`src/hw/rtl/gb5_pkg.sv`:
```
package gb5_pkg;

    localparam int MAX_WIDTH_DEF = 2048;
    localparam int LINES         = 5;
    localparam int TAPS          = 5;
    localparam int HALO          = 2;

    localparam int PIX_W    = 8;
    localparam int VAL_W    = 12;
    localparam int ACC_W    = 16;
    localparam int RAM_W    = (LINES - 1) * PIX_W;

    localparam int WIDTH_W  = 12;
    localparam int HEIGHT_W = 16;
    localparam int ROW_W    = HEIGHT_W + 1;

    localparam int RESET_WIDTH  = 640;
    localparam int RESET_HEIGHT = 480;
    localparam int MIN_DIM      = 3;

    localparam int FRAC_BITS = 8;
    localparam int ROUND     = 1 << (FRAC_BITS - 1);

    localparam int APB_AW = 3;
    localparam int APB_DW = 32;

    typedef enum logic
    {
        CMD_PIXEL = 1'b0,
        CMD_DRAIN = 1'b1
    } cmd_t;

    typedef enum logic
    {
        REG_IMAGE_WIDTH  = 1'b0,
        REG_IMAGE_HEIGHT = 1'b1
    } reg_idx_t;

    typedef struct packed
    {
        cmd_t             command;
        logic [PIX_W-1:0] pixel_in;
    } in_word_t;

    typedef struct packed
    {
        logic [PIX_W-1:0] pixel_out;
        logic             last;
    } out_word_t;

    // border and sequencing flags that travel with a word down the pipe
    typedef struct packed
    {
        logic emit;
        logic last;
        logic top0;
        logic top1;
        logic bot0;
        logic bot1;
        logic left0;
        logic left1;
        logic right0;
        logic right1;
    } tag_t;

    typedef logic [TAPS-1:0][VAL_W-1:0] five_t;

    // slot k holds the sample k places back from the newest one;
    // near flags mark the first two positions of a line, far the last two
    function automatic five_t mirror5(input five_t s, input logic near0, input logic near1,
                                      input logic far0, input logic far1);
        five_t t;
        t[0] = near0 ? s[0] : (near1 ? s[2] : s[4]);
        t[1] = near0 ? s[1] : s[3];
        t[2] = s[2];
        t[3] = far0 ? s[3] : s[1];
        t[4] = far0 ? s[4] : (far1 ? s[2] : s[0]);
        return t;
    endfunction

    // 1 4 6 4 1 weighting, shifts and adds only
    function automatic logic [ACC_W-1:0] binomial5(input five_t t);
        return ACC_W'(t[0])
             + (ACC_W'(t[1]) << 2)
             + (ACC_W'(t[2]) << 2) + (ACC_W'(t[2]) << 1)
             + (ACC_W'(t[3]) << 2)
             + ACC_W'(t[4]);
    endfunction

endpackage

```
`src/hw/rtl/gb5_window.sv`:
```
module gb5_window (
    input  logic                         clk,
    input  logic                         shift,
    input  logic [gb5_pkg::PIX_W-1:0]    pixel,
    input  logic [gb5_pkg::RAM_W-1:0]    rows,
    input  gb5_pkg::tag_t                tag_in,
    output logic [gb5_pkg::PIX_W-1:0]    blur,
    output logic                         last
);

    import gb5_pkg::*;

    five_t            vslot, vtap, hist_reg, hist_next, htap;
    logic [ACC_W-1:0] vsum, hsum;
    tag_t             tag_reg;

    // column of five rows, newest row in slot 0
    always_comb
    begin
        vslot[0] = VAL_W'(pixel);
        for (int k = 1; k < TAPS; k++)
        begin
            vslot[k] = VAL_W'(rows[(k-1)*PIX_W +: PIX_W]);
        end
    end

    assign vtap      = mirror5(vslot, tag_in.top0, tag_in.top1, tag_in.bot0, tag_in.bot1);
    assign vsum      = binomial5(vtap);
    assign hist_next = {hist_reg[TAPS-2:0], vsum[VAL_W-1:0]};

    always_ff @(posedge clk)
    begin
        if (shift)
        begin
            hist_reg <= hist_next;
            tag_reg  <= tag_in;
        end
    end

    // center column sits two places back in the column history
    assign htap = mirror5(hist_reg, tag_reg.left0, tag_reg.left1,
                          tag_reg.right0, tag_reg.right1);
    assign hsum = binomial5(htap);
    assign blur = PIX_W'((hsum + ACC_W'(ROUND)) >> FRAC_BITS);
    assign last = tag_reg.last;

endmodule

```
`config.mk`:
```
export PLATFORM = sky130hd
export DESIGN_NAME = gb5_window
export DESIGN_NICKNAME = d
export VERILOG_FILES = /design/src/hw/rtl/gb5_pkg.sv /design/src/hw/rtl/gb5_window.sv
export SDC_FILE = /design/constraint.sdc
export NUM_CORES = 1
export LEC_CHECK = 0
export BUFFER_PORTS_ARGS = -buffer_cell sky130_fd_sc_hd__buf_2
export CORE_MARGIN = 1
export CORE_UTILIZATION = 45
export DETAILED_ROUTE_END_ITERATION = 7
export PLACE_DENSITY = 0.72
export SLEW_MARGIN = 10
export SYNTH_ARGS = -nofsm -noshare
export SYNTH_HDL_FRONTEND = slang
export SYNTH_SLANG_ARGS = --single-unit
```
`constraint.sdc`:
```
create_clock -name clk -period 6.75 [get_ports clk]
set_input_delay 1.35 -clock clk [delete_from_list [all_inputs] [get_ports clk]]
set_output_delay 1.35 -clock clk [all_outputs]
set_load 0.02 [all_outputs]
```
==> metrics <==
status finished, final reports clean; async set-reset flop share out of synthesis 0%; critical path class flip-flop to primary output; Register Area 1950 sq um; Cells after Synth 508; Synthesized Nets 670; crit-path cells buf_4, mux2i_1, nor2_1, a21oi_1, fa_1, inv_1, fa_1, fa_1, fa_1, ha_1, a2111oi_0, o211ai_1, a21oi_1, nor3_1, nor3_1, buf_2; final setup TNS 0 ns; Mapped Avg Cell Area 11.8 sq um; worst slew pin tran 0.795 ns; Boundary Pins 61; most frequent cell after synthesis fa_1; Max-slew headroom 47.0%; detailed-placement wirelength estimate 8520 microns; Sink Count 65; Setup Viol. Count Final 0; Synth Warn # 0; GR Overflow Total 0; die extent in y 117 microns; CTS tree built; Crit path arrival time 5.07 ns; DP Worst Slack 0.574 ns; initial antenna violation count 0; Post-synth EDFFs 65; first-pass GRT wire length 18500 microns; minimum clock period 6.42 ns; Residual DRC 0; Yosys reg bits 65; wire length per cell 14.4 microns; first-pass detailed-route iteration total 4; Worst Slack Setup Final 0.334 ns; Data required, critical path 5.40 ns; Final Cycle Share 95.0%; CTS H-tree lvls 3; CTS buffer count 9; Hold Path Class flip-flop to flip-flop; row cnt 41; clk slew on worst S/H paths 0.05 ns; routability cong. 0.801; area share of the largest cell type after synthesis 32.6%; RSZ-0062 raised after global routing false; ANT cells 0; Hold Vio Cnt, Final 0; Core ar. 12800 sq um; max-cap violations 0; Die Wd 117 microns; Final #Nets 740; f_max 0.156 GHz; Crit Path Max Fanout 9; post-synthesis to final-layout area growth 14.6%; worst skew pair latency 0.33 ns; most frequent cells after synthesis fa_1, inv_1, edfxtp_1; all-layer global routing usage 17.5%; filler cell count 1066; final WL 10800 microns; cell taking the most area after synthesis edfxtp_1; largest net degree at the start of global routing 66; Port Buffers 59; leading post-synthesis cells by cell area edfxtp_1, fa_1, mux2i_1; iteration-0 DRC count of the detailed router 202; vias after detailed routing 3876; most frequent CP cell fa_1; die area 13800 sq um; placed cells 726; Starting Density 46.8%; clk buf depth 2; Post-CTS Resized 0; Seq/Total Area, Yosys 32.6%; startpoint types flip-flop; max reg flops 48; drt via density 5.13; post-synth cell types 42; Post-DRT Antenna Nets 0; Finished Layout Cells 755; largest stage delay on the critical path 0.53 ns; Final Max Slew Viols 0; Worst path slowest cell edfxtp_1; vias in the first global route 4062; root buf cell clkbuf_16; main flop type after synthesis edfxtp_1; multi-input logic area 3700 sq um; clk_skew 0.00768 ns; share of layout cells above drive strength 1 20.8%; Worst setup EP type primary output; synthesized cell area 5980 sq um
routing by layer:
metal	wire length, microns	share of wire [%]	vias to the layer above	global-route usage, %
li1	-	-	1892	-
met1	4940	46	1896	21.9
met2	5270	49	75	29.7
met3	442	4.1	13	3.35
met4	195	1.8	0	7.68
met5	0	0	-	0
layout by cell type (no fill, tap or decap), drive strengths merged, types with 26 or more instances in the layout:
cell type  netlist  routed
mux2i           59      59
buf              4      79
inv             68      68
nand2           31      31
edfxtp          65      65
ha              36      36
a21oi           28      28
o21ai           27      27
fa              74      74
nor2            26      26
repair_timing:
item                                    CTS  global route
setup buffers                             0            13
endpoints found under the setup margin    0             3
hold buffers                              0             0
kinds of logic (layout without fill, tap and decap cells):
group                      Yosys count  in the layout  share of synthesized area [%]
and+or+nand+nor                     74             74                           5.33
buffers and inverters               88            163                           5.54
adders and majority gates          110            110                           32.3
AOI/OAI and AO/OA                   78             78                           8.43
xor gates and xnor gates            12             12                           1.76
DFF                                 65             65                           32.6
muxes                               81             81                           14.0
critical path: cells and delay by family (launching register included):
kind            cells  cell delay [ns]
mux                 1             0.17
fa+ha+maj           5             2.14
simple gates        3             0.35
buf+inv             3             0.45
compound gates      4             1.10
flops               1             0.53
path summary, 6_finish.rpt:
kind / to / from / slack, ns / cells past startpoint
max: blur[7] / tag_reg[2] / 0.33 / 16
min: hist_next[36] / hist_next[24] / 0.47 / 0
max reg2reg: hist_next[57] / hist_next[45] / 5.95 / 0
min reg2reg: hist_next[36] / hist_next[24] / 0.47 / 0
cell type report:
type                            count  share of cell area (%)
Multi-Input combinational cell    355                    54.0
Sequential cell                    65                    28.5
Timing Repair Buffer               79                    6.50
Inverter                           68                    3.72
Clock buffer                       10                    3.34
Tap cell                          172                    3.14
Clock inverter                      6                   0.858
through the flow:
stage / util [%] / hold WS [ns] / area [sq um]
after global routing: 53.7 / 0.489 / 6850
after floorplan: - / 0.440 / 5980
after detailed placement: 50.6 / 0.452 / 6470
after CTS: 52.9 / 0.471 / 6760
final: 53.7 / 0.469 / 6850
after global placement: 50.6 / 0.449 / 6470
Power is left out: the tool's default activity adds up to more than one toggle a clock period on the data nets, which glitch-free logic cannot reach.
