$ cat src/hw/rtl/gb5_pkg.sv
package gb5_pkg;

    localparam int MAX_WIDTH_DEF = 2048;
    localparam int LINES         = 5;
    localparam int TAPS          = 5;
    localparam int HALO          = 2;

    localparam int PIX_W    = 8;
    localparam int VAL_W    = 12;
    localparam int ACC_W    = 16;
    localparam int RAM_W    = (LINES - 1) * PIX_W;

    localparam int WIDTH_W  = 12;
    localparam int HEIGHT_W = 16;
    localparam int ROW_W    = HEIGHT_W + 1;

    localparam int RESET_WIDTH  = 640;
    localparam int RESET_HEIGHT = 480;
    localparam int MIN_DIM      = 3;

    localparam int FRAC_BITS = 8;
    localparam int ROUND     = 1 << (FRAC_BITS - 1);

    localparam int APB_AW = 3;
    localparam int APB_DW = 32;

    typedef enum logic
    {
        CMD_PIXEL = 1'b0,
        CMD_DRAIN = 1'b1
    } cmd_t;

    typedef enum logic
    {
        REG_IMAGE_WIDTH  = 1'b0,
        REG_IMAGE_HEIGHT = 1'b1
    } reg_idx_t;

    typedef struct packed
    {
        cmd_t             command;
        logic [PIX_W-1:0] pixel_in;
    } in_word_t;

    typedef struct packed
    {
        logic [PIX_W-1:0] pixel_out;
        logic             last;
    } out_word_t;

    // border and sequencing flags that travel with a word down the pipe
    typedef struct packed
    {
        logic emit;
        logic last;
        logic top0;
        logic top1;
        logic bot0;
        logic bot1;
        logic left0;
        logic left1;
        logic right0;
        logic right1;
    } tag_t;

    typedef logic [TAPS-1:0][VAL_W-1:0] five_t;

    // slot k holds the sample k places back from the newest one;
    // near flags mark the first two positions of a line, far the last two
    function automatic five_t mirror5(input five_t s, input logic near0, input logic near1,
                                      input logic far0, input logic far1);
        five_t t;
        t[0] = near0 ? s[0] : (near1 ? s[2] : s[4]);
        t[1] = near0 ? s[1] : s[3];
        t[2] = s[2];
        t[3] = far0 ? s[3] : s[1];
        t[4] = far0 ? s[4] : (far1 ? s[2] : s[0]);
        return t;
    endfunction

    // 1 4 6 4 1 weighting, shifts and adds only
    function automatic logic [ACC_W-1:0] binomial5(input five_t t);
        return ACC_W'(t[0])
             + (ACC_W'(t[1]) << 2)
             + (ACC_W'(t[2]) << 2) + (ACC_W'(t[2]) << 1)
             + (ACC_W'(t[3]) << 2)
             + ACC_W'(t[4]);
    endfunction

endpackage

$ cat src/hw/rtl/gb5_cfg.sv
module gb5_cfg #(
    parameter int MAX_WIDTH = gb5_pkg::MAX_WIDTH_DEF
) (
    input  logic                               clk,
    input  logic                               rst_n,
    input  logic                               psel,
    input  logic                               penable,
    input  logic                               pwrite,
    input  logic [gb5_pkg::APB_AW-1:0]         paddr,
    input  logic [gb5_pkg::APB_DW-1:0]         pwdata,
    output logic [gb5_pkg::APB_DW-1:0]         prdata,
    output logic                               pready,
    output logic [$clog2(MAX_WIDTH+1)-1:0]     eff_w,
    output logic [gb5_pkg::HEIGHT_W-1:0]       eff_h,
    output logic                               restart
);

    import gb5_pkg::*;

    localparam int WW = $clog2(MAX_WIDTH + 1);
    localparam int CW = (WW > WIDTH_W) ? WW : WIDTH_W;

    logic [WIDTH_W-1:0]  width_reg, width_next;
    logic [HEIGHT_W-1:0] height_reg, height_next;
    logic [CW-1:0]       width_wide, width_clamp;
    reg_idx_t            idx;
    logic                wr;

    assign idx     = reg_idx_t'(paddr[2]);
    assign wr      = psel && penable && pwrite;
    assign restart = wr;
    assign pready  = 1'b1;

    always_comb
    begin
        width_next  = width_reg;
        height_next = height_reg;
        if (wr)
        begin
            case (idx)
                REG_IMAGE_WIDTH:  width_next  = pwdata[WIDTH_W-1:0];
                REG_IMAGE_HEIGHT: height_next = pwdata[HEIGHT_W-1:0];
                default:          width_next  = width_reg;
            endcase
        end
    end

    always_ff @(posedge clk or negedge rst_n)
    begin
        if (!rst_n)
        begin
            width_reg  <= WIDTH_W'(RESET_WIDTH);
            height_reg <= HEIGHT_W'(RESET_HEIGHT);
        end
        else
        begin
            width_reg  <= width_next;
            height_reg <= height_next;
        end
    end

    always_comb
    begin
        case (idx)
            REG_IMAGE_WIDTH:  prdata = APB_DW'(width_reg);
            REG_IMAGE_HEIGHT: prdata = APB_DW'(height_reg);
            default:          prdata = '0;
        endcase
    end

    // out-of-range sizes are pulled into the supported range
    always_comb
    begin
        width_wide = CW'(width_reg);
        if (width_wide < CW'(MIN_DIM))
        begin
            width_clamp = CW'(MIN_DIM);
        end
        else if (width_wide > CW'(MAX_WIDTH))
        begin
            width_clamp = CW'(MAX_WIDTH);
        end
        else
        begin
            width_clamp = width_wide;
        end
    end

    assign eff_w = width_clamp[WW-1:0];
    assign eff_h = (height_reg < HEIGHT_W'(MIN_DIM)) ? HEIGHT_W'(MIN_DIM) : height_reg;

endmodule

$ cat config.mk
export PLATFORM = sky130hd
export DESIGN_NAME = gb5_cfg
export DESIGN_NICKNAME = d
export VERILOG_FILES = /design/src/hw/rtl/gb5_pkg.sv /design/src/hw/rtl/gb5_cfg.sv
export SDC_FILE = /design/constraint.sdc
export NUM_CORES = 1
export LEC_CHECK = 0
export BUFFER_PORTS_ARGS = -buffer_cell sky130_fd_sc_hd__buf_2
export CAP_MARGIN = 20
export CORE_UTILIZATION = 38
export CTS_CLUSTER_SIZE = 25
export DETAILED_ROUTE_END_ITERATION = 10
export MAX_ROUTING_LAYER = met4
export PLACE_DENSITY = 0.76
export REMOVE_ABC_BUFFERS = 1
export SLEW_MARGIN = 20
export SYNTH_ARGS = -nofsm -noshare
export SYNTH_HDL_FRONTEND = slang
export SYNTH_SLANG_ARGS = --single-unit
$ cat constraint.sdc
create_clock -name clk -period 1.5 [get_ports clk]
set_clock_uncertainty 0.05 [all_clocks]
set_input_delay 0.225 -clock clk [delete_from_list [all_inputs] [get_ports clk]]
set_output_delay 0.225 -clock clk [all_outputs]
set_load 0.05 [all_outputs]
==> results of run 1 <==
-- critical path: stages, from the launching register on --
cell	delay (ps)
dfrtp_1	400
or4_4	570
o41ai_4	350
buf_6	210
-- Yosys cell counts --
| cell type | count |
|---|---|
| buf_2 | 2 |
| nand4_2 | 1 |
| mux2_1 | 8 |
| and2_1 | 3 |
| nand2b_1 | 2 |
| or4_1 | 4 |
| or4_4 | 1 |
| buf_4 | 18 |
| and3_1 | 1 |
| mux2_2 | 32 |
| nor2b_1 | 9 |
| inv_1 | 2 |
| or2_2 | 1 |
| dfrtp_1 | 22 |
| clkbuf_1 | 16 |
| conb_1 | 2 |
| and2_2 | 1 |
| dlygate4sd3_1 | 1 |
| o41ai_1 | 4 |
| nand4b_1 | 1 |
| dfstp_2 | 6 |
-- what timing repair did --
| item | CTS | global route |
|---|---|---|
| endpoints found under the setup margin | 23 | 25 |
| gates cloned | 0 | 0 |
| hold buffers | 1 | 0 |
| hold endpoints to repair | 22 | 0 |
| gates resized for setup | 73 | 42 |
| setup buffers | 4 | 6 |
| pin swaps | 3 | 6 |
-- kinds of logic after synthesis --
group | share of synthesized area, %
AO/OA/AOI/OAI | 2.20
buffers and inverters | 14.0
flip-flops | 44.4
multiplexers | 28.3
other | 0.471
AND/OR/NAND/NOR | 10.7
-- through the flow --
step / hold WS (ps) / total power [mW] / utilization (%) / worst slack, ps
final: 106 / 4.34 / 65.8 / -576
after global placement: 213 / 3.06 / 51.8 / -446
after CTS: 102 / 4.04 / 60.6 / -555
after global routing: 106 / 4.51 / 65.8 / -614
after floorplan: -121 / 2.48 / - / -1640
after detailed placement: 220 / 3.08 / 51.8 / -417
-- where the power goes --
group	internal [mW]	total, mW	switching (mW)
Sequential	0.950	1.09	0.136
Clock	0.357	0.586	0.228
Combinational	1.10	2.67	1.57
-- routing by layer --
metal / GRT usage (%) / vias to the layer above / part of all wire, % / wire length [um]
li1: - / 592 / - / -
met1: 22.8 / 615 / 40 / 1680
met2: 32.4 / 59 / 54 / 2240
met3: 2.05 / 7 / 4.4 / 183
met4: 7.98 / 0 / 1.9 / 80
met5: - / - / 0 / 0
-- placed cells by master, fill, tap and decap left out, types with 6 or more instances in the layout --
cell type / netlist / routed
mux2_4: 0 / 8
mux2_1: 8 / 8
buf_6: 0 / 26
buf_4: 18 / 15
buf_2: 2 / 41
conb_1: 2 / 17
dfrtp_1: 22 / 20
nor2b_4: 0 / 9
dfstp_2: 6 / 6
buf_8: 0 / 12
mux2_2: 32 / 24
-- cell type report --
type                            count  area [sq um]
Timing Repair Buffer              100           901
Clock inverter                      1          30.0
Clock buffer                        3          41.3
Inverter                            2          7.51
Sequential cell                    28           711
Tap cell                           50          62.6
Multi-Input combinational cell     85           881
Fill cell                         282          1370
-- worst paths after layout --
path | start | endpoint | cells past startpoint
setup / recovery | width_reg[4]$_DFFE_PN0P_ | eff_w[1] | 3
hold / removal | pwdata[13] | height_reg[13]$_DFFE_PN0P_ | 2
setup reg to reg | width_reg[11]$_DFFE_PN0P_ | width_reg[11]$_DFFE_PN0P_ | 2
hold reg to reg | width_reg[0]$_DFFE_PN0P_ | width_reg[0]$_DFFE_PN0P_ | 1
max in group asynchronous | rst_n | width_reg[3]$_DFFE_PN0P_ | 2
min in group asynchronous | rst_n | height_reg[12]$_DFFE_PN0P_ | 2
==> reports/metrics.yaml, run 1 <==
global_route:
  grt_usage_pct: 19.1
  grt_max_degree: 29
  grt_pass1_vias: 1239
  grt_pass1_wl_um: 6010
  antenna_found_initial: 0
  overflow: 0
place:
  routabilityCongestion: 0.711
  dpl_cell_area_sq_mm: 0.00207
  io_buffers: 66
  placed_cells: 257
  dpl.hpwl_um: 2670
synth:
  yosys.area.top_type: "dfrtp_1"
  yosys_warnings: 0
  syn_area_per_cell_sq_um: 11.6
  synthTopCellsByArea: "dfrtp_1 35%, mux2_2 23%, dfstp_2 9.9%, buf_4 8.5%, mux2_1 5.7%"
  yosysSeqAreaShare_pct: 44.4
  synth_top_cell_area_share_pct: 34.5
  synthCells: 137
  synth.distinct_cells: 21
  ys_seq_elements: 28
  syn_area_sq_mm: 0.00159
route:
  drc: 0
  postRouteAntennaNets: 0
  drt_first_pass_iters: 3
  avgRoutedWirePerCell_um: 15.5
  viasPerCell: 4.73
  routed_wl_um: 4180
  drtIter0Drc: 13
  vias: 1273
pwr:
  p_leak_nw: 1.32
  ir_worst_vdd_mv: 0.981
  powerDensity_mw_per_mm2: 1650
layout:
  nets: 260
  num_antenna_cells: 0
  largest_reg_flops: 16
  stdcell_area_sq_mm: 0.00263
  syn2layout_area_growth_pct: 65.2
  stdcell_count: 269
  drive_above_1_share_pct: 74.4
clock_network:
  clockRootBuffer: "clkbuf_8"
  cts_buffers: 3
  path_clk_slew_ps: 90
  cts_tree: "done"
  cts_max_level: 1
  clock-sinks: 28
  clock_latency_ps: 270
  clockBufferDepth: 2
critical_path:
  startpoint_type: "flop"
  worstSetupPathType: "reg -> out"
  end_kind: "output port"
  crit_arrival_ps: 1800
  required_ps: 1220
  worst-path-max-fanout: 3
  r2r_slack_ps: 410
sta:
  fmax_mhz: 482
  fin_setup_tns_ps: -3230
  setup_viol: 19
  rsz0062_at_grt: "true"
  finalCriticalPeriod_ps: 2080
  setup_ws_ps: -576
  hold_viol: 0
  slew_headroom_pct: 58.9
  worst_slew_pin_slew_ps: 616
  slew_violations: 0
  finalCritPeriodShare_pct: 138
run_status:
  violations: "negative setup slack"
  status: "finished, violations left"
floorplanning:
  fp-row-count: 23
  die-area_sq_mm: 0.00446
  start_util_pct: 39.8
  die_x_um: 66.8
  io_pins: 102
  core-area_sq_mm: 0.00400
  die_h_um: 66.8
worst_hold_path:
  hold_path_class: "in -> reg"
job:
  maxCapViolCount: 0
Note: power is estimated with default switching activity, not from simulation.
==> run 2: changes to the inputs <==
--- a/config.mk
+++ b/config.mk
@@ -10,2 +10,3 @@
 export CORE_UTILIZATION = 38
+export CTS_CLUSTER_DIAMETER = 60
 export CTS_CLUSTER_SIZE = 25
--- a/constraint.sdc
+++ b/constraint.sdc
@@ -4,2 +4,2 @@
 set_output_delay 0.225 -clock clk [all_outputs]
-set_load 0.05 [all_outputs]
+set_load 0.005 [all_outputs]
==> reports/metrics.yaml, run 2 (same netlist as run 1, synthesis figures left out) <==
layout:
  syn2layout_area_growth_pct: 39.9
  largest_reg_flops: 16
  drive_above_1_share_pct: 69.9
  nets: 257
  final_util_pct: 55.7
  stdcell_count: 266
  final_common_cell: "buf_2"
  num_antenna_cells: 0
  final_cell_mix: "65 x buf_2, 31 x mux2_2, 21 x dfrtp_1, 21 x buf_4, 17 x conb_1"
  stdcell_area_sq_mm: 0.00223
global_route:
  antenna_found_initial: 0
  grt_max_degree: 29
  grt_pass1_vias: 1130
  overflow: 0
  grt_usage_pct: 17.4
  grt_pass1_wl_um: 5500
floorplanning:
  die-area_sq_mm: 0.00446
  core-area_sq_mm: 0.00400
  start_util_pct: 39.8
  die_h_um: 66.8
  die_x_um: 66.8
  fp-row-count: 23
  io_pins: 102
sta:
  whs_ps: 101
  fmax_mhz: 501
  setup_ws_ps: -497
  slew_headroom_pct: 58.9
  worst_slew_pin_slew_ps: 616
  hold_viol: 0
  rsz0062_at_grt: "true"
  finalCritPeriodShare_pct: 133
  setup_viol: 5
  slew_violations: 0
  finalCriticalPeriod_ps: 2000
critical_path:
  required_ps: 1220
  end_kind: "output port"
  crit_arrival_ps: 1720
  crit_family: "simple AND/OR/NAND/NOR gates"
  startpoint_type: "flop"
  crit_buf_inv: 1
  slowest_delay_ps: 570
  cp_slowest_cell: "or4_4"
  cp_cell_sequence: "or4_4 -> o41ai_2 -> buf_2"
  worst-path-max-fanout: 2
  worstSetupPathType: "reg -> out"
route:
  postRouteAntennaNets: 0
  routed_wl_um: 3550
  avgRoutedWirePerCell_um: 13.3
  viasPerCell: 4.58
  vias: 1219
  drc: 0
  drt_first_pass_iters: 2
  drtIter0Drc: 11
place:
  placed_cells: 257
  io_buffers: 66
  dpl_cell_area_sq_mm: 0.00204
  routabilityCongestion: 0.740
  dpl.hpwl_um: 2700
run_status:
  status: "finished, violations left"
  violations: "negative setup slack"
clock_network:
  clockRootBuffer: "clkbuf_8"
  path_clk_slew_ps: 90
  clockBufferDepth: 2
  clock_latency_ps: 280
  cts_tree: "done"
  clock-sinks: 28
  cts_max_level: 1
  cts_buffers: 3
pwr:
  p_leak_nw: 1.15
  powerDensity_mw_per_mm2: 1180
  ir_worst_vdd_mv: 0.623
worst_hold_path:
  hold_path_class: "in -> reg"
job:
  maxCapViolCount: 0
==> run 2: timing repair <==
item / in CTS / in global routing
setup endpoints to repair: 5 / 14
pin swaps: 6 / 3
gates cloned: 0 / 0
hold buffers: 1 / 0
buffers inserted: 2 / 4
hold endpoints to repair: 22 / 0
gates resized for setup: 11 / 12
==> run 2: area by class of cell <==
class	count	area, sq um
Fill cell	359	1770
Multi-Input combinational cell	85	791
Sequential cell	28	709
Timing Repair Buffer	97	614
Tap cell	50	62.6
Clock buffer	4	45.0
Inverter	2	7.51
==> run 2: worst paths after layout <==
kind	startpoint	to	slack [ps]	cells past startpoint
max	height_reg[7]$_DFFE_PN1P_	eff_h[1]	-500	3
min	pwdata[13]	height_reg[13]$_DFFE_PN0P_	100	2
max reg2reg	width_reg[11]$_DFFE_PN0P_	width_reg[11]$_DFFE_PN0P_	460	2
min reg2reg	width_reg[1]$_DFFE_PN0P_	width_reg[1]$_DFFE_PN0P_	490	1
max in group asynchronous	rst_n	width_reg[11]$_DFFE_PN0P_	540	2
min in group asynchronous	rst_n	height_reg[10]$_DFFE_PN0P_	430	2
==> run 2: power breakdown <==
part           leakage (nW)  switching (mW)  internal (mW)
Clock                0.0228           0.229          0.191
Sequential            0.326           0.121          0.948
Combinational         0.801           0.430          0.706
==> run 2: per-layer routing <==
layer / up-vias / GRT usage [%] / wire length [um]
met5: - / - / 0
met4: 0 / 7.18 / 51
met3: 5 / 3.94 / 260
met2: 57 / 27.9 / 1680
met1: 574 / 21.1 / 1560
li1: 583 / - / -
==> run 2: through the flow <==
stage	setup slack (ps)	setup TNS [ps]	power [mW]
final	-497	-1850	2.63
after global routing	-535	-2340	2.81
after CTS	-493	-1950	2.56
after detailed placement	-263	-1000	2.06
after global placement	-244	-932	2.03
after floorplan	-92.9	-268	1.46
