File: src/hw/rtl/gb5_pkg.sv
package gb5_pkg;

    localparam int MAX_WIDTH_DEF = 2048;
    localparam int LINES         = 5;
    localparam int TAPS          = 5;
    localparam int HALO          = 2;

    localparam int PIX_W    = 8;
    localparam int VAL_W    = 12;
    localparam int ACC_W    = 16;
    localparam int RAM_W    = (LINES - 1) * PIX_W;

    localparam int WIDTH_W  = 12;
    localparam int HEIGHT_W = 16;
    localparam int ROW_W    = HEIGHT_W + 1;

    localparam int RESET_WIDTH  = 640;
    localparam int RESET_HEIGHT = 480;
    localparam int MIN_DIM      = 3;

    localparam int FRAC_BITS = 8;
    localparam int ROUND     = 1 << (FRAC_BITS - 1);

    localparam int APB_AW = 3;
    localparam int APB_DW = 32;

    typedef enum logic
    {
        CMD_PIXEL = 1'b0,
        CMD_DRAIN = 1'b1
    } cmd_t;

    typedef enum logic
    {
        REG_IMAGE_WIDTH  = 1'b0,
        REG_IMAGE_HEIGHT = 1'b1
    } reg_idx_t;

    typedef struct packed
    {
        cmd_t             command;
        logic [PIX_W-1:0] pixel_in;
    } in_word_t;

    typedef struct packed
    {
        logic [PIX_W-1:0] pixel_out;
        logic             last;
    } out_word_t;

    // border and sequencing flags that travel with a word down the pipe
    typedef struct packed
    {
        logic emit;
        logic last;
        logic top0;
        logic top1;
        logic bot0;
        logic bot1;
        logic left0;
        logic left1;
        logic right0;
        logic right1;
    } tag_t;

    typedef logic [TAPS-1:0][VAL_W-1:0] five_t;

    // slot k holds the sample k places back from the newest one;
    // near flags mark the first two positions of a line, far the last two
    function automatic five_t mirror5(input five_t s, input logic near0, input logic near1,
                                      input logic far0, input logic far1);
        five_t t;
        t[0] = near0 ? s[0] : (near1 ? s[2] : s[4]);
        t[1] = near0 ? s[1] : s[3];
        t[2] = s[2];
        t[3] = far0 ? s[3] : s[1];
        t[4] = far0 ? s[4] : (far1 ? s[2] : s[0]);
        return t;
    endfunction

    // 1 4 6 4 1 weighting, shifts and adds only
    function automatic logic [ACC_W-1:0] binomial5(input five_t t);
        return ACC_W'(t[0])
             + (ACC_W'(t[1]) << 2)
             + (ACC_W'(t[2]) << 2) + (ACC_W'(t[2]) << 1)
             + (ACC_W'(t[3]) << 2)
             + ACC_W'(t[4]);
    endfunction

endpackage

File: src/hw/rtl/gb5_ctrl.sv
module gb5_ctrl #(
    parameter int MAX_WIDTH = gb5_pkg::MAX_WIDTH_DEF
) (
    input  logic                              clk,
    input  logic                              rst_n,
    input  logic                              accept,
    input  gb5_pkg::cmd_t                     command,
    input  logic                              restart,
    input  logic [$clog2(MAX_WIDTH+1)-1:0]    eff_w,
    input  logic [gb5_pkg::HEIGHT_W-1:0]      eff_h,
    output logic                              push,
    output logic [$clog2(MAX_WIDTH)-1:0]      col,
    output gb5_pkg::tag_t                     tag
);

    import gb5_pkg::*;

    localparam int XW = $clog2(MAX_WIDTH);
    localparam int WW = $clog2(MAX_WIDTH + 1);

    // in_row runs two rows past the image while the drain words flush it
    logic [ROW_W-1:0]    in_row_reg, in_row_next;
    logic [XW-1:0]       in_col_reg, in_col_next;
    logic [HEIGHT_W-1:0] out_row_reg, out_row_next;
    logic [XW-1:0]       out_col_reg, out_col_next;

    logic [WW-1:0]       w_m1, w_m2, in_col_w, out_col_w;
    logic [ROW_W-1:0]    h_row, h_row_p1;
    logic [HEIGHT_W-1:0] h_m1;
    logic                filling, in_wrap, out_wrap;

    assign w_m1      = eff_w - WW'(1);
    assign w_m2      = eff_w - WW'(2);
    assign in_col_w  = WW'(in_col_reg);
    assign out_col_w = WW'(out_col_reg);
    assign h_row     = ROW_W'(eff_h);
    assign h_row_p1  = h_row + ROW_W'(1);
    assign h_m1      = eff_h - HEIGHT_W'(1);

    assign filling  = in_row_reg < h_row;
    assign in_wrap  = in_col_w == w_m1;
    assign out_wrap = out_col_w == w_m1;

    // a drain word before the image is complete does nothing
    assign push = accept && !(filling && command == CMD_DRAIN);
    assign col  = in_col_reg;

    always_comb
    begin
        tag.emit   = (in_row_reg > ROW_W'(HALO))
                  || (in_row_reg == ROW_W'(HALO) && in_col_reg >= XW'(HALO));
        tag.last   = tag.emit && out_row_reg == h_m1 && out_wrap;
        tag.top0   = in_row_reg == ROW_W'(HALO);
        tag.top1   = in_row_reg == ROW_W'(HALO + 1);
        tag.bot0   = in_row_reg == h_row_p1;
        tag.bot1   = in_row_reg == h_row;
        tag.left0  = out_col_reg == '0;
        tag.left1  = out_col_reg == XW'(1);
        tag.right0 = out_wrap;
        tag.right1 = out_col_w == w_m2;
    end

    always_comb
    begin
        in_row_next  = in_row_reg;
        in_col_next  = in_col_reg;
        out_row_next = out_row_reg;
        out_col_next = out_col_reg;
        if (restart || (push && tag.last))
        begin
            in_row_next  = '0;
            in_col_next  = '0;
            out_row_next = '0;
            out_col_next = '0;
        end
        else if (push)
        begin
            in_col_next = in_wrap ? '0 : in_col_reg + XW'(1);
            in_row_next = in_wrap ? in_row_reg + ROW_W'(1) : in_row_reg;
            if (tag.emit)
            begin
                out_col_next = out_wrap ? '0 : out_col_reg + XW'(1);
                out_row_next = out_wrap ? out_row_reg + HEIGHT_W'(1) : out_row_reg;
            end
        end
    end

    always_ff @(posedge clk or negedge rst_n)
    begin
        if (!rst_n)
        begin
            in_row_reg  <= '0;
            in_col_reg  <= '0;
            out_row_reg <= '0;
            out_col_reg <= '0;
        end
        else
        begin
            in_row_reg  <= in_row_next;
            in_col_reg  <= in_col_next;
            out_row_reg <= out_row_next;
            out_col_reg <= out_col_next;
        end
    end

endmodule

File: config.mk
export PLATFORM = sky130hd
export DESIGN_NAME = gb5_ctrl
export DESIGN_NICKNAME = d
export VERILOG_FILES = /design/src/hw/rtl/gb5_pkg.sv /design/src/hw/rtl/gb5_ctrl.sv
export SDC_FILE = /design/constraint.sdc
export NUM_CORES = 1
export LEC_CHECK = 0
export ABC_AREA = 1
export BUFFER_PORTS_ARGS = -buffer_cell sky130_fd_sc_hd__buf_4
export CAP_MARGIN = 25
export CORE_MARGIN = 3
export CORE_UTILIZATION = 50
export CTS_CLUSTER_DIAMETER = 200
export DETAILED_ROUTE_END_ITERATION = 16
export GPL_ROUTABILITY_DRIVEN = 0
export GPL_TIMING_DRIVEN = 0
export PLACE_DENSITY = 0.69
export SLEW_MARGIN = 20
export SYNTH_ARGS = -nofsm -noshare
export SYNTH_HDL_FRONTEND = slang
export SYNTH_SLANG_ARGS = --single-unit
File: constraint.sdc
create_clock -name clk -period 3.3 [get_ports clk]
set_input_delay 0.495 -clock clk [delete_from_list [all_inputs] [get_ports clk]]
set_output_delay 0.495 -clock clk [all_outputs]
set_load 0.005 [all_outputs]
==> results of run 1 <==
[path summary, 6_finish.rpt]
| kind | startpoint | depth (start not counted) | slack [ns] | endpoint |
|---|---|---|---|---|
| setup / recovery | eff_h[1] | 12 | 0.22 | tag[5] |
| hold / removal | rst_n | 1 | 0.23 | out_col_reg[2]$_DFFE_PN0P_ |
| setup reg to reg | in_row_reg[15]$_DFFE_PN0P_ | 14 | 0.81 | out_row_reg[15]$_DFFE_PN0P_ |
| hold reg to reg | in_row_reg[13]$_DFFE_PN0P_ | 2 | 0.57 | in_row_reg[13]$_DFFE_PN0P_ |
| max in group asynchronous | rst_n | 1 | 2.56 | in_row_reg[9]$_DFFE_PN0P_ |
| min in group clk | in_row_reg[13]$_DFFE_PN0P_ | 2 | 0.57 | in_row_reg[13]$_DFFE_PN0P_ |
[Yosys cell counts, drive strengths merged]
master   count
nand2      317
inv        139
nor2       131
nand3       80
xor2        57
dfrtp       55
nand4       39
nor3        33
ha          28
o21ai       24
xnor2       19
a21oi       17
buf         14
nor4        13
nand3b      11
clkbuf       8
o22ai        3
nor3b        2
o2111ai      2
or2          2
xnor3        2
a21o         1
and2         1
and3         1
clkinv       1
o2111a       1
o21a         1
o221ai       1
or3          1
[worst reg2reg max path, cell delays in order (launching register included)]
cell and delay, ns:
dfrtp_1 0.42, ha_1 0.29, inv_1 0.03, nor2_1 0.11, nand3_1 0.13, nor2_1 0.15, nand3b_1 0.10, nand4_1 0.11
nand2_1 0.14, o21ai_2 0.27, nand2_2 0.22, inv_2 0.16, buf_6 0.16, nand3_1 0.08, nand2_1 0.06
[per-stage QoR]
| stage | hold slack (ns) | instance area [µm²] |
|---|---|---|
| finish | 0.235 | 7010 |
| CTS | 0.289 | 7010 |
| detailed placement | 0.559 | 6860 |
| global route | 0.304 | 7010 |
| global placement | 0.539 | 6860 |
| floorplan | 0.199 | 6260 |
[cells by family (layout without fill, tap and decap cells)]
logic type / count (synthesis) / count (layout)
xor+xnor: 78 / 78
fa+ha+maj: 28 / 28
compound gates: 50 / 50
buf+inv: 162 / 221
simple gates: 631 / 631
flops: 55 / 55
[routing by layer]
| metal | track usage [%] | vias up |
|---|---|---|
| li1 | - | 3322 |
| met3 | 4.13 | 22 |
| met2 | 41.1 | 127 |
| met4 | 6.45 | 0 |
| met1 | 35.0 | 2900 |
| met5 | 0 | - |
[power breakdown]
| group | leakage, µW | internal [µW] | total, µW | switching, µW |
|---|---|---|---|---|
| clock | 0.0000772 | 324 | 578 | 254 |
| sequential | 0.000762 | 688 | 713 | 25.0 |
| combinational | 0.00279 | 155 | 418 | 263 |
[final cells by class]
type,instances,area (µm²)
plain buffers,22,138
clock buffers,8,156
fillers,1281,5100
inverters,140,527
multi-input cells,787,4220
flip-flops and latches,55,1380
well taps,168,210
repair buffers,51,383
==> out/results.ini, run 1 <==
[status]
status = finished clean

[routing]
viasPerCell = 5.18
ant_nets = 0
wl_met1_um = 8430
wl_met2_um = 7750
route.met3.wl_um = 763
wl_um = 17200
drtPass1Iterations = 5
remaining_drc_errors = 0
num_vias = 6371
drt_iter0_drc = 530
wire_per_inst_um = 14.0
top_layer = met4

[floorplan]
rows = 40
start_util_pct = 51.7
core_area_um2 = 12100
pin_count = 55
dieArea_um2 = 13900
die_h_um = 118
die_w_um = 118

[timing]
slew_headroom_pct = 50.8
worst_slew_pin_slew_ns = 0.737
fmax_ghz = 0.325
tns_ns = 0
finalMaxSlewViolations = 0
setup_viol_count_final = 0
finClkSkew_ns = 0.00870
period_minus_slack_ns = 3.08
hold_viol = 0
rsz0062_at_grt = no
fin_crit_sh_pct = 93.3
layout_setup_ws_ns = 0.221

[layout]
area_growth_pct = 12.0
mostFrequentLayoutCell = nand2_1
largest_reg_flops = 17
final_cell_mix = 304 x nand2_1, 128 x inv_1, 118 x nor2_1, 77 x nand3_1, 57 x xor2_1
fin_cells = 1231
nets = 1123
diodes = 0
drive_gt1_share_pct = 11.7
post-route-util_pct = 57.9

[pwr]
p_leak_uw = 0.00363
power_density_nw_per_um2 = 244
ir_drop_mv = 0.318
total_power_uw = 1710

[logic_synthesis]
synth.area.top_cells = dfrtp_1 22%, nand2_1 18%, xor2_1 8.0%, inv_1 7.7%, nor2_1 7.1%
yosys_warnings = 0
synth_xor_area_share_pct = 11.3
synthMuxAreaShare_pct = 0
synth_top_family_by_area = simple AND/OR/NAND/NOR gates
synth_top_cell_by_area = dfrtp_1
synth_top_cell_area_share_pct = 22.0
synth_nets = 1065
synth_fa_ha_area_share_pct = 5.59
syn_area_um2 = 6260
syn_area_per_cell_um2 = 6.24
synth_compound_area_share_pct = 4.59
netlist-cell-type-count = 44
ys_seq_area_share_pct = 22.0
synth-seq-cells = 55
synthSimpleGateAreaFrac_pct = 45.9
synth_cells = 1004

[placement]
io_buffers = 51
dp.cells = 1223
dp_hpwl_um = 13900
place_ws_ns = 0.246

[worst_setup_path]
critPathTopFamily = simple AND/OR/NAND/NOR gates
crit_path_cell_trace = buf_4 -> ha_1 -> nand4_1 -> nor3_1 -> nand3_1 -> nor3_1 -> xor2_1 -> nand2_1 -> nor3_1 -> nand2_1 -> nor2_1 -> buf_4
crit_top_cell = nor3_1
crit_fanout = 4
crit_buf_inv = 2
cp_slowest_cell = nor3_1
cp.required_ns = 2.80
critPathLaunchType = input port
end_kind = output pin
crit_type = in2out
arrival_ns = 2.58
cp_slowest_stage_delay_ns = 0.29

[cts]
cts_setup_buffers = 0
cts_resized = 0
cts-root-buf = clkbuf_16
clock_latency_ns = 0.31
ctsLongestPathBuffers = 2
cts_max_level = 2
cts_buffers = 5
ctsHoldBuffers = 0
clock_sink_count = 55
tritoncts = built
clk_pin_slew_worst_paths_ns = 0.07

[global_route]
grt_pass1_vias = 6002
grt_usage_pct = 25.3
grt_pass1_wl_um = 29100
overflow = 0
grt_max_degree = 56
antenna_found_initial = 0

[flow_run]
maxCapViolCount = 0

[hold_path]
hold_path.class = in2async

Note: power is estimated with default switching activity, not from simulation.
==> run 2, diff against run 1 <==
--- a/config.mk
+++ b/config.mk
@@ -11,9 +11,11 @@
 export CORE_MARGIN = 3
 export CORE_UTILIZATION = 50
 export CTS_CLUSTER_DIAMETER = 200
+export CTS_CLUSTER_SIZE = 30
 export DETAILED_ROUTE_END_ITERATION = 16
 export GPL_ROUTABILITY_DRIVEN = 0
 export GPL_TIMING_DRIVEN = 0
+export MAX_ROUTING_LAYER = met4
 export PLACE_DENSITY = 0.69
 export SLEW_MARGIN = 20
 export SYNTH_ARGS = -nofsm -noshare
==> constraint.sdc (replaced) <==
create_clock -name clk -period 3.4 [get_ports clk]
set_input_delay 0.51 -clock clk [delete_from_list [all_inputs] [get_ports clk]]
set_output_delay 0.51 -clock clk [all_outputs]
set_load 0.005 [all_outputs]
==> run 2 against run 1 <==
Via count grew 0.41%. Power down 3.1%. Register-to-register slack better by 0.10 ns. Sequential power is 2.9% lower. Count of clock-buffer cells in the layout did not move. First-iteration DRC count is 8.7% lower. Routed wire length decreased by 0.64%. Critical path depth unchanged. Die area unchanged. Sequential share of layout area stayed put. Global-route usage increased by 0.73 points. Non-clock buffer count is the same. Largest cell class unchanged. Highest routed layer unchanged.
==> out/results.ini, run 2 (synthesis results as in run 1) <==
[cts]
clk_pin_slew_worst_paths_ns = 0.07
clock_latency_ns = 0.31
tritoncts = built
cts_setup_buffers = 0
cts-root-buf = clkbuf_16
cts_buffers = 5
ctsLongestPathBuffers = 2
cts_resized = 0
clock_sink_count = 55
cts_max_level = 2
ctsHoldBuffers = 0

[timing]
rsz0062_at_grt = no
worst_slew_pin_slew_ns = 0.737
tns_ns = 0
period_minus_slack_ns = 3.10
hold_viol = 0
layout_setup_ws_ns = 0.299
finalMaxSlewViolations = 0
finClkSkew_ns = 0.00791
fin_crit_sh_pct = 91.2
setup_viol_count_final = 0
slew_headroom_pct = 50.9
fmax_ghz = 0.323

[routing]
viasPerCell = 5.20
num_vias = 6397
ant_nets = 0
drtPass1Iterations = 6
wl_um = 17100
remaining_drc_errors = 0
drt_iter0_drc = 484
wire_per_inst_um = 13.9

[layout]
drive_gt1_share_pct = 11.7
final_cell_mix = 304 x nand2_1, 128 x inv_1, 118 x nor2_1, 77 x nand3_1, 57 x xor2_1
diodes = 0
fin_cells = 1231
regArea_um2 = 1380
multi_input_area_um2 = 4220
largest_reg_flops = 17
area_growth_pct = 12.0
post-route-util_pct = 57.9
nets = 1123
mostFrequentLayoutCell = nand2_1
n_fill_cell = 1281

[global_route]
overflow = 0
met3_usage_pct = 4.08
grt_pass1_vias = 5998
grt_pass1_wl_um = 29100
use_met1_pct = 35.1
grt_usage_pct = 26.0
grt_max_degree = 56
busiest_layer = met2
use_met2_pct = 41.0
antenna_found_initial = 0

[worst_setup_path]
end_kind = output pin
crit_type = in2out
arrival_ns = 2.59
cp.required_ns = 2.89
critPathLaunchType = input port
r2r_cells = 14
crit_fanout = 4

[floorplan]
core_area_um2 = 12100
die_w_um = 118
pin_count = 55
rows = 40
die_h_um = 118
start_util_pct = 51.7
dieArea_um2 = 13900

[placement]
dp_hpwl_um = 13900
dp.cells = 1223
place_ws_ns = 0.316
io_buffers = 51

[status]
status = finished clean

[pwr]
power_density_nw_per_um2 = 236
ir_drop_mv = 0.308
p_leak_uw = 0.00363

[hold_path]
hold_path.class = in2async

[flow_run]
maxCapViolCount = 0

==> run 2: cell counts in the layout (fill, tap and decap cells not counted) <==
Identical to the previous run, type by type.
==> run 2: path summary, 6_finish.rpt <==
| path | start | to | slack, ns |
|---|---|---|---|
| max | eff_h[1] | tag[5] | 0.30 |
| min | rst_n | out_col_reg[2]$_DFFE_PN0P_ | 0.25 |
| max reg2reg | in_row_reg[15]$_DFFE_PN0P_ | out_row_reg[15]$_DFFE_PN0P_ | 0.91 |
| min reg2reg | in_row_reg[13]$_DFFE_PN0P_ | in_row_reg[13]$_DFFE_PN0P_ | 0.57 |
| max in group asynchronous | rst_n | in_row_reg[9]$_DFFE_PN0P_ | 2.64 |
| min in group clk | in_row_reg[13]$_DFFE_PN0P_ | in_row_reg[13]$_DFFE_PN0P_ | 0.57 |
==> run 2: final cells by class <==
class	instances	area share (%)
Tap cell	168	3.00
Inverter	140	7.51
Sequential cell	55	19.6
Timing Repair Buffer	51	5.46
Multi-Input combinational cell	787	60.2
Clock buffer	8	2.23
Buffer	22	1.96
==> run 2: power breakdown <==
part           switching [µW]  leakage (µW)  total (µW)  internal (µW)
logic                     255       0.00279         406            151
registers                24.0      0.000762         692            668
clock network             244     0.0000772         559            315
total                     523       0.00363        1660           1130
==> run 2: critical path: stages <==
cell and delay (ns):
buf_4 0.13, ha_1 0.20, nand4_1 0.19, nor3_1 0.26, nand3_1 0.18, nor3_1 0.29, xor2_1 0.17, nand2_1 0.06
nor3_1 0.17, nand2_1 0.08, nor2_1 0.19, buf_4 0.15
==> run 2: per-stage QoR <==
stage | total power (µW) | area [µm²] | hold slack (ns)
2_1_floorplan | 958 | 6260 | 0.214
3_3_place_gp | 1110 | 6860 | 0.539
3_5_place_dp | 1110 | 6860 | 0.559
4_1_cts | 1670 | 7010 | 0.304
5_1_grt | 1750 | 7010 | 0.319
6_report | 1660 | 7010 | 0.246
==> run 2: metal layers <==
metal  share of wire [%]  up-vias
met5                   0        -
met4                 1.8        0
met3                 4.5       24
met2                  45      133
met1                  49     2918
li1                    -     3322
